**src/esd_pkg.sv**
```systemverilog
package esd_pkg;

   // Data capacity of the packet payload; byte positions at or past DropLimit are dropped.
   localparam int DataCapacity = 22;
   localparam logic [7:0] DropLimit = 8'(DataCapacity + 2);

   localparam logic [7:0] CharBsl   = 8'h5C;
   localparam logic [7:0] CharHexX  = 8'h78;
   localparam logic [7:0] CharDecD  = 8'h64;
   localparam logic [7:0] CharZero  = 8'h30;
   localparam logic [7:0] CharOne   = 8'h31;
   localparam logic [7:0] CharSeven = 8'h37;
   localparam logic [7:0] CharNine  = 8'h39;
   localparam logic [7:0] CharLowA  = 8'h61;
   localparam logic [7:0] CharLowF  = 8'h66;
   localparam logic [7:0] CharUpA   = 8'h41;
   localparam logic [7:0] CharUpF   = 8'h46;

   localparam logic ActionChar = 1'b0;
   localparam logic ActionEnd  = 1'b1;
   localparam logic KindByte   = 1'b0;
   localparam logic KindClose  = 1'b1;

   typedef enum logic [4:0] {
      MODE_IDLE = 5'b00001,
      MODE_BSL  = 5'b00010,
      MODE_HEX  = 5'b00100,
      MODE_DEC  = 5'b01000,
      MODE_OCT  = 5'b10000
   } mode_type;

   typedef struct packed {
      logic       kind;
      logic [7:0] byte_value;
      logic [7:0] position;
      logic       dropped;
   } result_type;

   // All results caused by one input item, in delivery order.
   typedef struct packed {
      logic [1:0]             count;
      result_type [2:0]       entry;
   } group_type;

endpackage

```
**src/esd_if.sv**
```systemverilog
interface esd_req_if;
   logic       valid;
   logic       ready;
   logic       action;
   logic [7:0] char_in;

   modport source (output valid, output action, output char_in, input ready);
   modport sink   (input valid, input action, input char_in, output ready);
endinterface

interface esd_rsp_if;
   logic       valid;
   logic       ready;
   logic       kind;
   logic [7:0] byte_value;
   logic [7:0] position;
   logic       dropped;
   logic       last_of_run;

   modport source (output valid, output kind, output byte_value, output position,
                   output dropped, output last_of_run, input ready);
   modport sink   (input valid, input kind, input byte_value, input position,
                   input dropped, input last_of_run, output ready);
endinterface

```
**src/escape_sequence_byte_decoder_top.sv**
```systemverilog
// Backslash-escape byte decoder. Characters arrive on req_bus (action 0), and an
// end beat (action 1) closes the string. Escapes \\, \xHH, \dDDD (mod 256), \0OOO
// and \1..\7 octal runs become single bytes; a bad escape passes through as a
// backslash and the character. Each byte beat carries its packet position
// (0 command, 1 length, then data, saturating at 255) and a dropped flag for
// positions at or past data capacity plus two. The end beat flushes any pending
// escape and then yields a closing beat (kind 1) with the byte count; the state
// then returns to reset. last_of_run marks the final rsp beat of each req beat.
// Rate: one req beat per cycle when each makes at most one rsp beat and rsp is
// ready; a req beat that makes k rsp beats (k up to 3) holds req off until its
// last beat leaves the result buffer, which drains one beat per cycle while rsp
// is ready. The first rsp beat shows in the cycle after the req beat is accepted.
module escape_sequence_byte_decoder_top (
   input  logic      clock,
   input  logic      reset,
   esd_req_if.sink   req_bus,
   esd_rsp_if.source rsp_bus
);

   esd_pkg::group_type  group;
   esd_pkg::result_type head;
   logic                accept;
   logic                can_load;
   logic                rsp_valid;
   logic                last_beat;

   // ready depends only on the result buffer and rsp ready, so chars can stream back to back
   assign req_bus.ready = can_load;
   assign accept        = req_bus.valid && can_load;

   // decode state + combinational expansion of one char into up to 3 results
   esd_decoder u_decoder (
      .clock   (clock),
      .reset   (reset),
      .accept  (accept),
      .action  (req_bus.action),
      .char_in (req_bus.char_in),
      .group   (group)
   );

   // result register; shifts out one beat per cycle while rsp is ready
   esd_outbuf u_outbuf (
      .clock     (clock),
      .reset     (reset),
      .load      (accept),
      .group     (group),
      .rsp_ready (rsp_bus.ready),
      .rsp_valid (rsp_valid),
      .last_beat (last_beat),
      .head      (head),
      .can_load  (can_load)
   );

   assign rsp_bus.valid       = rsp_valid;
   assign rsp_bus.kind        = head.kind;
   assign rsp_bus.byte_value  = head.byte_value;
   assign rsp_bus.position    = head.position;
   assign rsp_bus.dropped     = head.dropped;
   assign rsp_bus.last_of_run = last_beat;

   // an end beat always yields at least the closing beat
   a_end_gives_rsp: assert property (@(posedge clock) disable iff (reset)
      accept && req_bus.action == esd_pkg::ActionEnd |=> rsp_bus.valid)
      else $error("no result after end beat");

   // the closing beat ends its run and carries no byte
   a_close_last: assert property (@(posedge clock) disable iff (reset)
      rsp_bus.valid && rsp_bus.kind == esd_pkg::KindClose |->
         rsp_bus.last_of_run && rsp_bus.byte_value == 8'd0)
      else $error("closing beat malformed");

   // a closing beat is followed by a string restarting at position zero
   a_restart: assert property (@(posedge clock) disable iff (reset)
      rsp_bus.valid && rsp_bus.ready && rsp_bus.kind == esd_pkg::KindClose ##1
         rsp_bus.valid && rsp_bus.kind == esd_pkg::KindByte |-> rsp_bus.position == 8'd0)
      else $error("position not reset after end");

endmodule

```
**src/esd_decoder.sv**
```systemverilog
module esd_decoder (
   input  logic                  clock,
   input  logic                  reset,
   input  logic                  accept,
   input  logic                  action,
   input  logic [7:0]            char_in,
   output esd_pkg::group_type    group
);

   esd_pkg::mode_type mode_ff, mode_in;
   logic [7:0] acc_ff, acc_in;
   logic [1:0] cnt_ff, cnt_in;
   logic [7:0] idx_ff, idx_in;

   logic [2:0][7:0] vals;
   logic [1:0]      nb;
   logic            closing;
   logic [1:0]      fl_n;
   logic [7:0]      fl_v0, fl_v1;
   logic            hex_ok, dec_ok, oct_ok;
   logic [3:0]      hv;
   logic [7:0]      acc_hex, acc_dec, acc_oct;
   logic [1:0]      cnt_p1;

   function automatic logic [7:0] sat_add(input logic [7:0] a, input logic [1:0] b);
      logic [8:0] s;
      s = {1'b0, a} + {7'd0, b};
      return s[8] ? 8'hFF : s[7:0];
   endfunction

   always_comb begin
      hex_ok = 1'b1;
      hv     = 4'd0;
      if (char_in >= esd_pkg::CharZero && char_in <= esd_pkg::CharNine) begin
         hv = 4'(char_in - esd_pkg::CharZero);
      end else if (char_in >= esd_pkg::CharLowA && char_in <= esd_pkg::CharLowF) begin
         hv = 4'(char_in - esd_pkg::CharLowA + 8'd10);
      end else if (char_in >= esd_pkg::CharUpA && char_in <= esd_pkg::CharUpF) begin
         hv = 4'(char_in - esd_pkg::CharUpA + 8'd10);
      end else begin
         hex_ok = 1'b0;
      end
      dec_ok  = char_in >= esd_pkg::CharZero && char_in <= esd_pkg::CharNine;
      oct_ok  = char_in >= esd_pkg::CharZero && char_in <= esd_pkg::CharSeven;
      acc_hex = {acc_ff[3:0], 4'd0} + {4'd0, hv};
      acc_dec = {acc_ff[4:0], 3'd0} + {acc_ff[6:0], 1'b0} + (char_in - esd_pkg::CharZero);
      acc_oct = {acc_ff[4:0], 3'd0} + (char_in - esd_pkg::CharZero);
      cnt_p1  = cnt_ff + 2'd1;
   end

   // Bytes owed by a pending escape when it is cut short.
   always_comb begin
      fl_n  = 2'd0;
      fl_v0 = acc_ff;
      fl_v1 = esd_pkg::CharHexX;
      unique case (mode_ff)
         esd_pkg::MODE_BSL: begin
            fl_n  = 2'd1;
            fl_v0 = esd_pkg::CharBsl;
         end
         esd_pkg::MODE_HEX, esd_pkg::MODE_DEC: begin
            if (cnt_ff == 2'd0) begin
               fl_n  = 2'd2;
               fl_v0 = esd_pkg::CharBsl;
               fl_v1 = (mode_ff == esd_pkg::MODE_HEX) ? esd_pkg::CharHexX : esd_pkg::CharDecD;
            end else begin
               fl_n = 2'd1;
            end
         end
         esd_pkg::MODE_OCT: fl_n = 2'd1;
         default:           fl_n = 2'd0;
      endcase
   end

   always_comb begin
      mode_in = mode_ff;
      acc_in  = acc_ff;
      cnt_in  = cnt_ff;
      vals    = '0;
      nb      = 2'd0;
      closing = 1'b0;

      if (action == esd_pkg::ActionEnd) begin
         vals[0] = fl_v0;
         vals[1] = fl_v1;
         nb      = fl_n;
         closing = 1'b1;
         mode_in = esd_pkg::MODE_IDLE;
         acc_in  = 8'd0;
         cnt_in  = 2'd0;
      end else begin
         // digit runs first; a non-digit falls through to flush + fresh decode
         logic digit_ok;
         logic [7:0] acc_new;
         logic [1:0] limit;
         digit_ok = 1'b0;
         acc_new  = acc_hex;
         limit    = 2'd3;
         unique case (mode_ff)
            esd_pkg::MODE_HEX: begin
               digit_ok = hex_ok;
               acc_new  = acc_hex;
               limit    = 2'd2;
            end
            esd_pkg::MODE_DEC: begin
               digit_ok = dec_ok;
               acc_new  = acc_dec;
            end
            esd_pkg::MODE_OCT: begin
               digit_ok = oct_ok;
               acc_new  = acc_oct;
            end
            default: digit_ok = 1'b0;
         endcase

         if (mode_ff == esd_pkg::MODE_BSL) begin
            mode_in = esd_pkg::MODE_IDLE;
            acc_in  = 8'd0;
            cnt_in  = 2'd0;
            if (char_in == esd_pkg::CharHexX) begin
               mode_in = esd_pkg::MODE_HEX;
            end else if (char_in == esd_pkg::CharDecD) begin
               mode_in = esd_pkg::MODE_DEC;
            end else if (char_in == esd_pkg::CharZero) begin
               mode_in = esd_pkg::MODE_OCT;
            end else if (char_in >= esd_pkg::CharOne && char_in <= esd_pkg::CharSeven) begin
               mode_in = esd_pkg::MODE_OCT;
               acc_in  = char_in - esd_pkg::CharZero;
               cnt_in  = 2'd1;
            end else if (char_in == esd_pkg::CharBsl) begin
               vals[0] = esd_pkg::CharBsl;
               nb      = 2'd1;
            end else begin
               vals[0] = esd_pkg::CharBsl;
               vals[1] = char_in;
               nb      = 2'd2;
            end
         end else if (digit_ok) begin
            acc_in = acc_new;
            cnt_in = cnt_p1;
            if (cnt_p1 >= limit) begin
               vals[0] = acc_new;
               nb      = 2'd1;
               mode_in = esd_pkg::MODE_IDLE;
               acc_in  = 8'd0;
               cnt_in  = 2'd0;
            end
         end else begin
            vals[0] = fl_v0;
            vals[1] = fl_v1;
            acc_in  = 8'd0;
            cnt_in  = 2'd0;
            if (char_in == esd_pkg::CharBsl) begin
               mode_in = esd_pkg::MODE_BSL;
               nb      = fl_n;
            end else begin
               mode_in      = esd_pkg::MODE_IDLE;
               vals[fl_n]   = char_in;
               nb           = fl_n + 2'd1;
            end
         end
      end
   end

   always_comb begin
      logic [7:0] pos;
      group.count = nb + {1'b0, closing};
      for (int k = 0; k < 3; k++) begin
         pos = sat_add(idx_ff, 2'(k));
         if (closing && nb == 2'(k)) begin
            group.entry[k] = '{kind: esd_pkg::KindClose, byte_value: 8'd0, position: pos,
                               dropped: (pos > esd_pkg::DropLimit)};
         end else begin
            group.entry[k] = '{kind: esd_pkg::KindByte, byte_value: vals[k], position: pos,
                               dropped: (pos >= esd_pkg::DropLimit)};
         end
      end
      idx_in = closing ? 8'd0 : sat_add(idx_ff, nb);
   end

   always_ff @(posedge clock) begin
      if (reset) begin
         mode_ff <= esd_pkg::MODE_IDLE;
         acc_ff  <= 8'd0;
         cnt_ff  <= 2'd0;
         idx_ff  <= 8'd0;
      end else if (accept) begin
         mode_ff <= mode_in;
         acc_ff  <= acc_in;
         cnt_ff  <= cnt_in;
         idx_ff  <= idx_in;
      end
   end

endmodule

```
**src/esd_outbuf.sv**
```systemverilog
module esd_outbuf (
   input  logic                  clock,
   input  logic                  reset,
   input  logic                  load,
   input  esd_pkg::group_type    group,
   input  logic                  rsp_ready,
   output logic                  rsp_valid,
   output logic                  last_beat,
   output esd_pkg::result_type   head,
   output logic                  can_load
);

   esd_pkg::result_type [2:0] entry_ff;
   logic [1:0]                rem_ff;
   logic                      fire;

   assign rsp_valid = rem_ff != 2'd0;
   assign last_beat = rem_ff == 2'd1;
   assign head      = entry_ff[0];
   assign fire      = rsp_valid && rsp_ready;
   // free once the final beat of the current group leaves
   assign can_load  = (rem_ff == 2'd0) || (last_beat && rsp_ready);

   always_ff @(posedge clock) begin
      if (reset) begin
         rem_ff <= 2'd0;
      end else if (load) begin
         rem_ff <= group.count;
      end else if (fire) begin
         rem_ff <= rem_ff - 2'd1;
      end
   end

   always_ff @(posedge clock) begin
      if (load) begin
         entry_ff <= group.entry;
      end else if (fire) begin
         entry_ff[0] <= entry_ff[1];
         entry_ff[1] <= entry_ff[2];
      end
   end

endmodule

```
**src/flat_wrapper.sv**
```systemverilog
// flat-port wrapper written by rule: the top's interface ports become plain ports
module escape_sequence_byte_decoder_top_flat 
  (clock, reset, req_bus_valid, req_bus_action, req_bus_char_in, req_bus_ready, rsp_bus_valid, rsp_bus_kind, rsp_bus_byte_value, rsp_bus_position, rsp_bus_dropped, rsp_bus_last_of_run, rsp_bus_ready);
  esd_req_if req_bus_i ();
  esd_rsp_if rsp_bus_i ();
  input  logic clock;
  input  logic reset;
  input wire logic [$bits(req_bus_i.valid)-1:0] req_bus_valid;
  input wire logic [$bits(req_bus_i.action)-1:0] req_bus_action;
  input wire logic [$bits(req_bus_i.char_in)-1:0] req_bus_char_in;
  output wire logic [$bits(req_bus_i.ready)-1:0] req_bus_ready;
  output wire logic [$bits(rsp_bus_i.valid)-1:0] rsp_bus_valid;
  output wire logic [$bits(rsp_bus_i.kind)-1:0] rsp_bus_kind;
  output wire logic [$bits(rsp_bus_i.byte_value)-1:0] rsp_bus_byte_value;
  output wire logic [$bits(rsp_bus_i.position)-1:0] rsp_bus_position;
  output wire logic [$bits(rsp_bus_i.dropped)-1:0] rsp_bus_dropped;
  output wire logic [$bits(rsp_bus_i.last_of_run)-1:0] rsp_bus_last_of_run;
  input wire logic [$bits(rsp_bus_i.ready)-1:0] rsp_bus_ready;
  assign req_bus_i.valid = req_bus_valid;
  assign req_bus_i.action = req_bus_action;
  assign req_bus_i.char_in = req_bus_char_in;
  assign req_bus_ready = req_bus_i.ready;
  assign rsp_bus_valid = rsp_bus_i.valid;
  assign rsp_bus_kind = rsp_bus_i.kind;
  assign rsp_bus_byte_value = rsp_bus_i.byte_value;
  assign rsp_bus_position = rsp_bus_i.position;
  assign rsp_bus_dropped = rsp_bus_i.dropped;
  assign rsp_bus_last_of_run = rsp_bus_i.last_of_run;
  assign rsp_bus_i.ready = rsp_bus_ready;
  escape_sequence_byte_decoder_top u_core (.clock(clock), .reset(reset), .req_bus(req_bus_i), .rsp_bus(rsp_bus_i));
endmodule
```
**config.mk**
```make
export PLATFORM = sky130hd
export DESIGN_NAME = escape_sequence_byte_decoder_top_flat
export DESIGN_NICKNAME = d
export VERILOG_FILES = /design/src/esd_pkg.sv /design/src/esd_if.sv /design/src/escape_sequence_byte_decoder_top.sv /design/src/esd_decoder.sv /design/src/esd_outbuf.sv /design/src/flat_wrapper.sv
export SDC_FILE = /design/constraint.sdc
export NUM_CORES = 1
export LEC_CHECK = 0
export ABC_AREA = 1
export BUFFER_PORTS_ARGS = -buffer_cell sky130_fd_sc_hd__buf_2
export CELL_PAD_IN_SITES_DETAIL_PLACEMENT = 0
export CELL_PAD_IN_SITES_GLOBAL_PLACEMENT = 1
export CORE_MARGIN = 1
export CORE_UTILIZATION = 49
export CTS_CLUSTER_SIZE = 40
export DETAILED_ROUTE_END_ITERATION = 7
export GPL_ROUTABILITY_DRIVEN = 0
export PLACE_DENSITY_LB_ADDON = 0.1
export SYNTH_ARGS = -nofsm -noshare
export SYNTH_HDL_FRONTEND = slang
export SYNTH_SLANG_ARGS = --single-unit
```
**constraint.sdc**
```tcl
create_clock -name clock -period 9.1 [get_ports clock]
set_input_delay 1.365 -clock clock [delete_from_list [all_inputs] [get_ports clock]]
set_output_delay 1.365 -clock clock [all_outputs]
set_load 0.02 [all_outputs]
```
==> impl_metrics.env, run 1 <==
export IMPL_finClkSkew_ns=0.008491
export IMPL_cts_inserted_buffers=9
export IMPL_numPortBuffers=33
export IMPL_vias_per_cell=5.559
export IMPL_grt_first_pass_wirelength_mm=25.52
export IMPL_finalHoldViolCount=0
export IMPL_wl_per_cell_um=16.29
export IMPL_yosysMostFrequentCell="nand2_1"
export IMPL_route_detailed_drc=14
export IMPL_layout_area_overhead_vs_synth_pct=7.375
export IMPL_die_y_um=111.3
export IMPL_yosysWarnings=0
export IMPL_netlist_area_mm2=0.005853
export IMPL_insertion_delay_ns=0.35
export IMPL_crit_buf_inv=3
export IMPL_status="complete, but fails checks"
export IMPL_path_clk_slew_ns=0.06
export IMPL_cts_tree="yes"
export IMPL_final_nets=862
export IMPL_tns_ns=0
export IMPL_post_route_period_util=0.4752
export IMPL_cts_resized=0
export IMPL_synth_ff_type="edfxtp_1"
export IMPL_syn_instance_count=800
export IMPL_worstPathRequired_ns=9.32
export IMPL_startpoint_type="input port"
export IMPL_arrival_ns=4.54
export IMPL_max_cap_violations=0
export IMPL_postCtsHoldBufs=0
export IMPL_hold_class="reg2reg"
export IMPL_ys_ff_latch=79
export IMPL_synth_top_cells_by_count="239 x nand2_1, 88 x inv_1, 63 x nor2_1"
export IMPL_htreeDepth=3
export IMPL_dr_total_vias=5331
export IMPL_power_density_mw_per_mm2=200.6
export IMPL_synth_top_area_frac=0.2770
export IMPL_worstPathMaxFanout=13
export IMPL_synth_enable_flop_cells=54
export IMPL_utilization=0.5457
export IMPL_grt_start_max_net_pins=70
export IMPL_fp_dieW_um=111.3
export IMPL_floorplan_core_area_mm2=0.01152
export IMPL_syn_nets=851
export IMPL_setup_viol=0
export IMPL_antenna_found_initial=0
export IMPL_numClockSinks=79
export IMPL_synth_seq_area_share=0.3625
export IMPL_cpMaxStageDelayCell="fa_1"
export IMPL_power_leakage_nw=2.896
export IMPL_cpMostUsedCell="nand2_1"
export IMPL_dieArea_mm2=0.01239
export IMPL_drtAntennaViolNets=0
export IMPL_wirelength_mm=15.62
export IMPL_track_usage=0.2659
export IMPL_cts_path_max_buffers=2
export IMPL_hold_ws_ns=0.4730
export IMPL_cts_root_buf="clkbuf_16"
export IMPL_rsz0062_at_grt="false"
export IMPL_syn_area_per_cell_um2=7.316
export IMPL_worstSetupPathType="in2reg"
export IMPL_path_cells="buf_2 -> inv_1 -> ha_1 -> inv_1 -> nand2_1 -> nand2_1 -> nand3b_2 -> nand3_4 -> nand2_4 -> nand2_4 -> nand2_2 -> nand3_1 -> nand2_1 -> ha_1 -> fa_1 -> nand2_1 -> nor2_1 -> o31ai_1 -> a21oi_1"
export IMPL_ios=34
export IMPL_overflow=0
export IMPL_row_count=39
export IMPL_maxSlewHeadroom=0.4097
export IMPL_finalCriticalPeriod_ns=4.325
export IMPL_peakVddDrop_uv=305.8
export IMPL_end_kind="flip-flop"
export IMPL_diodes=0
export IMPL_synth_distinct_cells=46
export IMPL_async_reset_ff_frac=0
export IMPL_worst_slew_pin_slew_ns=0.8823
export IMPL_crit_family="simple AND/OR/NAND/NOR gates"
export IMPL_drt_iter0_drc=516
export IMPL_violations="design-rule violations"
export IMPL_grt_pass1_vias=4961
export IMPL_yosysTopAreaCell="edfxtp_1"
export IMPL_report_final_slew_viol_count=0
export IMPL_drive_gt1_frac=0.1189
export IMPL_drtPass1Iterations=7
export IMPL_max_freq_mhz=231.2
export IMPL_yosys_top_cells_area="edfxtp_1 28%, nand2_1 15%, dfxtp_1 8.6%"
export IMPL_dpl_hpwl_mm=11.76
export IMPL_max_stage_delay_ns=0.43
export IMPL_post_cts_buffers=0
export IMPL_initial_core_util=0.5083
==> stage by stage <==
| step | setup WS [ns] | power [W] | instances | instance area, um^2 |
|---|---|---|---|---|
| after global placement | 4.435 | 0.0009192 | 943 | 6005 |
| after floorplan | 5.229 | 0.0008534 | 800 | 5853 |
| after global routing | 4.417 | 0.001329 | 959 | 6285 |
| final | 4.775 | 0.001261 | 959 | 6285 |
| after CTS | 4.796 | 0.001268 | 959 | 6285 |
| after detailed placement | 4.418 | 0.0009254 | 943 | 6005 |
==> cell families after synthesis <==
kind of cell | share of synthesized area
buffers and inverters | 0.1047
and+or+nand+nor | 0.3127
AOI/OAI and AO/OA | 0.1133
DFF | 0.3625
xor gates and xnor gates | 0.01646
adders and majority gates | 0.09021
==> registers in the layout (all words and copies together), names as in the netlist <==
signal                    flops
u_core.u_decoder.mode_ff      5
u_core.u_outbuf.head         18
u_core.u_decoder.acc_ff       8
u_core.u_decoder.idx_ff       8
u_core.u_outbuf.rem_ff        2
u_core.u_outbuf.entry_ff     36
u_core.u_decoder.cnt_ff       2
==> power by group <==
| part | leakage, nW | internal, W | total (W) | switching [W] |
|---|---|---|---|---|
| clock network | 0.134 | 0.000188 | 0.000342 | 0.000155 |
| registers | 0.734 | 0.000518 | 0.000543 | 0.0000253 |
| logic | 2.03 | 0.000105 | 0.000375 | 0.000270 |
| total | 2.90 | 0.000810 | 0.00126 | 0.000450 |
==> layer usage <==
layer  vias up  global-route usage  part of all wire
li1       2623                   -                 -
met1      2438              0.3937              0.49
met2       236              0.3892              0.41
met3        34             0.03554             0.074
met4         0              0.1063             0.023
met5         -                   0                 0
==> final timing paths <==
path	from	end	slack [ns]	cells after the start
worst max-delay path	req_bus_char_in[4]	u_core.u_decoder.idx_ff[3]	4.78	19
worst min-delay path	u_core.u_decoder.cnt_ff[1]	u_core.u_decoder.cnt_ff[1]	0.47	2
worst max register to register	u_core.u_decoder.mode_ff[2]	u_core.u_decoder.idx_ff[3]	5.79	14
worst min register to register	u_core.u_decoder.cnt_ff[1]	u_core.u_decoder.cnt_ff[1]	0.47	2
==> area by class of cell <==
| type | instances | area, um^2 |
|---|---|---|
| clock inverter | 7 | 55.05 |
| fill | 1143 | 5231 |
| multi-input combinational | 581 | 3123 |
| timing repair buffer | 35 | 180.2 |
| clock buffer | 9 | 225.2 |
| inverter | 105 | 400.4 |
| tap | 143 | 178.9 |
| sequential | 79 | 2122 |
==> placed cells by master (no fill, tap or decap), types with 4 or more instances in the layout <==
master,n
dfxtp_1,25
clkbuf_16,9
nand3_2,4
buf_2,33
nor2_1,63
nand3_1,49
nor3_1,15
nand2_1,237
edfxtp_1,54
fa_1,7
inv_1,88
nand2_2,10
nand4_1,12
xor2_1,9
ha_1,31
o21ai_0,46
nor2_2,4
o211ai_1,6
a21oi_1,44
o21ai_1,9
a31oi_1,5
inv_2,11
==> tightest hold or removal path, cell delays in order, from the launching register on <==
cell	delay, ns
dfxtp_1	0.31
nand2_1	0.06
a21oi_1	0.06
Power figures use the tool's default switching activity.
==> run 2: changes to the inputs <==
--- a/config.mk
+++ b/config.mk
@@ -10,7 +10,7 @@
 export CELL_PAD_IN_SITES_DETAIL_PLACEMENT = 0
 export CELL_PAD_IN_SITES_GLOBAL_PLACEMENT = 1
 export CORE_MARGIN = 1
-export CORE_UTILIZATION = 49
+export CORE_UTILIZATION = 41
 export CTS_CLUSTER_SIZE = 40
 export DETAILED_ROUTE_END_ITERATION = 7
 export GPL_ROUTABILITY_DRIVEN = 0
==> constraint.sdc (replaced) <==
create_clock -name clock -period 3.6 [get_ports clock]
set_input_delay 0.54 -clock clock [delete_from_list [all_inputs] [get_ports clock]]
set_output_delay 0.54 -clock clock [all_outputs]
set_load 0.02 [all_outputs]
==> run 2 against run 1 <==
  * The flow now finishes without violations
  * First-iteration DRC count decreased by 23%
  * Core utilization decreased by 7.7 points
  * Sequential share of layout area decreased by 1.2 points
  * Count of clock-buffer cells in the layout unchanged
  * Sequential power increased to 2.5 times the previous value
  * Combinational power increased to 2.6 times the previous value
  * Power increased to 2.7 times the previous value
  * Wire length increased by 8.8%
  * Via count about the same
  * Clock skew about the same
  * Sequential cell count unchanged
  * Hold slack got worse by 0.0057 ns
  * Largest cell class unchanged
==> impl_metrics.env, run 2 (synthesis gave the netlist of run 1 again) <==
export IMPL_status="completed"
export IMPL_p_int_w=0.002204
export IMPL_worstPathMaxFanout=8
export IMPL_final_cell_mix="237 x nand2_1, 88 x inv_1, 63 x nor2_1"
export IMPL_insertion_delay_ns=0.35
export IMPL_layout_area_overhead_vs_synth_pct=11.18
export IMPL_hold_class="reg2reg"
export IMPL_final_nets=877
export IMPL_cts_root_buf="clkbuf_16"
export IMPL_post_cts_buffers=0
export IMPL_diodes=0
export IMPL_startpoint_type="input port"
export IMPL_finalCriticalPeriod_ns=3.230
export IMPL_ios=34
export IMPL_dieArea_mm2=0.01476
export IMPL_dpl_hpwl_mm=12.96
export IMPL_crit_buf_inv=7
export IMPL_worstPathRequired_ns=3.89
export IMPL_track_usage=0.2446
export IMPL_max_freq_mhz=309.6
export IMPL_grt_start_max_net_pins=62
export IMPL_max_stage_delay_ns=0.31
export IMPL_post_route_period_util=0.8971
export IMPL_cpMaxStageDelayCell="nor3_4"
export IMPL_hold_depth=2
export IMPL_rsz0062_at_grt="false"
export IMPL_power_leakage_nw=3.001
export IMPL_maxSlewHeadroom=0.3832
export IMPL_htreeDepth=3
export IMPL_path_clk_slew_ns=0.07
export IMPL_max_cap_violations=0
export IMPL_peakVddDrop_uv=553.7
export IMPL_fp_dieW_um=121.5
export IMPL_overflow=0
export IMPL_dpl_cell_area_mm2=0.006163
export IMPL_dr_total_vias=5334
export IMPL_finalInstanceArea_mm2=0.006507
export IMPL_finClkSkew_ns=0.008852
export IMPL_numClockSinks=79
export IMPL_combPwrFrac=0.284
export IMPL_largest_reg_flops=36
export IMPL_preCtsSetupSlack_ns=0.04288
export IMPL_arrival_ns=3.52
export IMPL_report_final_slew_viol_count=0
export IMPL_path_cells="buf_2 -> inv_1 -> ha_1 -> inv_1 -> nor3_4 -> inv_2 -> nand4_1 -> nor2_1 -> nor2_1 -> nand2_1 -> nand2_1 -> inv_1 -> ha_1 -> nand2_1 -> a21oi_1 -> inv_1 -> nor2_1 -> inv_1 -> nor2_1 -> xor2_1 -> o21ai_0 -> a21oi_1"
export IMPL_switching_share=0.3493
export IMPL_vias_per_cell=5.276
export IMPL_reg2reg_depth=16
export IMPL_worstSetupPathType="in2reg"
export IMPL_largest_register="u_core.u_outbuf.entry_ff"
export IMPL_initial_core_util=0.4217
export IMPL_setup_viol=0
export IMPL_end_kind="flip-flop"
export IMPL_nFillCells=1400
export IMPL_sequentialPowerShare=0.406
export IMPL_wirelength_mm=17.00
export IMPL_worst_slew_pin_slew_ns=0.9220
export IMPL_numPortBuffers=33
export IMPL_total_power_w=0.003388
export IMPL_cts_inserted_buffers=9
export IMPL_clkPwrFrac=0.309
export IMPL_cts_path_max_buffers=2
export IMPL_row_count=43
export IMPL_floorplan_core_area_mm2=0.01388
export IMPL_antenna_found_initial=0
export IMPL_critical_path_depth=22
export IMPL_worst_slack_ns=0.3704
export IMPL_drtAntennaViolNets=0
export IMPL_power_density_mw_per_mm2=520.6
export IMPL_grt_first_pass_wirelength_mm=27.16
export IMPL_drt_iter0_drc=395
export IMPL_drtPass1Iterations=5
export IMPL_tns_ns=0
export IMPL_grt_pass1_vias=5005
export IMPL_drive_gt1_frac=0.1360
export IMPL_crit_family="simple AND/OR/NAND/NOR gates"
export IMPL_finalHoldViolCount=0
export IMPL_die_y_um=121.5
export IMPL_cpMostUsedCell="inv_1"
export IMPL_route_detailed_drc=0
export IMPL_utilization=0.4688
export IMPL_final_common_cell="nand2_1"
export IMPL_wl_per_cell_um=16.81
export IMPL_cts_tree="yes"
export IMPL_switchingPower_w=0.001183
run 2: worst paths after layout:
kind / from / endpoint / slack [ns]
hold reg to reg: u_core.u_decoder.cnt_ff[1] / u_core.u_decoder.cnt_ff[1] / 0.47
setup reg to reg: u_core.u_decoder.mode_ff[0] / u_core.u_decoder.idx_ff[3] / 0.47
setup / recovery: req_bus_char_in[1] / u_core.u_decoder.idx_ff[7] / 0.37
hold / removal: u_core.u_decoder.cnt_ff[1] / u_core.u_decoder.cnt_ff[1] / 0.47
run 2: timing repair:
| action | CTS | global route |
|---|---|---|
| setup endpoints to repair | 0 | 1 |
| gates resized for setup | 0 | 1 |
| hold buffers | 0 | 0 |
run 2: layout make-up:
type                    instances  area, um^2  share of cell area
inverters                     105       400.4             0.06153
well taps                     180       225.2             0.03461
clock buffers                   9       225.2             0.03461
clock inverters                 7       113.9             0.01750
flip-flops and latches         79        2122              0.3261
multi-input cells             581        3128              0.4807
repair buffers                 50       292.8             0.04499
run 2: layer usage:
| metal | vias to the layer above | GRT usage | wire length [um] |
|---|---|---|---|
| met3 | 31 | 0.04511 | 1102 |
| met1 | 2455 | 0.3741 | 8762 |
| met5 | - | 0 | 0 |
| li1 | 2664 | - | - |
| met2 | 184 | 0.3381 | 6774 |
| met4 | 0 | 0.08179 | 359 |
run 2: metrics by stage:
step	std cells	hold slack [ns]
detailed placement	995	0.4564
finish	1011	0.4673
global route	1011	0.4889
global placement	995	0.4552
floorplan	800	0.4453
CTS	1011	0.4666
run 2: power by group through the flow:
stage                     Combinational, W  Clock (W)  Sequential [W]
after CTS                         0.000971    0.00106         0.00138
after detailed placement          0.000968          0         0.00140
final                             0.000963    0.00105         0.00138
after global placement            0.000961          0         0.00139
after global routing               0.00109    0.00109         0.00141
after floorplan                   0.000760          0         0.00140
run 2: worst reg2reg max path, delay by kind of cell (launching register included):
| family | cells | cell delay (ns) |
|---|---|---|
| AO/OA/AOI/OAI | 2 | 0.36 |
| adder cells (fa/ha/maj) | 2 | 0.67 |
| flip-flops | 1 | 0.32 |
| AND/OR/NAND/NOR | 12 | 1.65 |
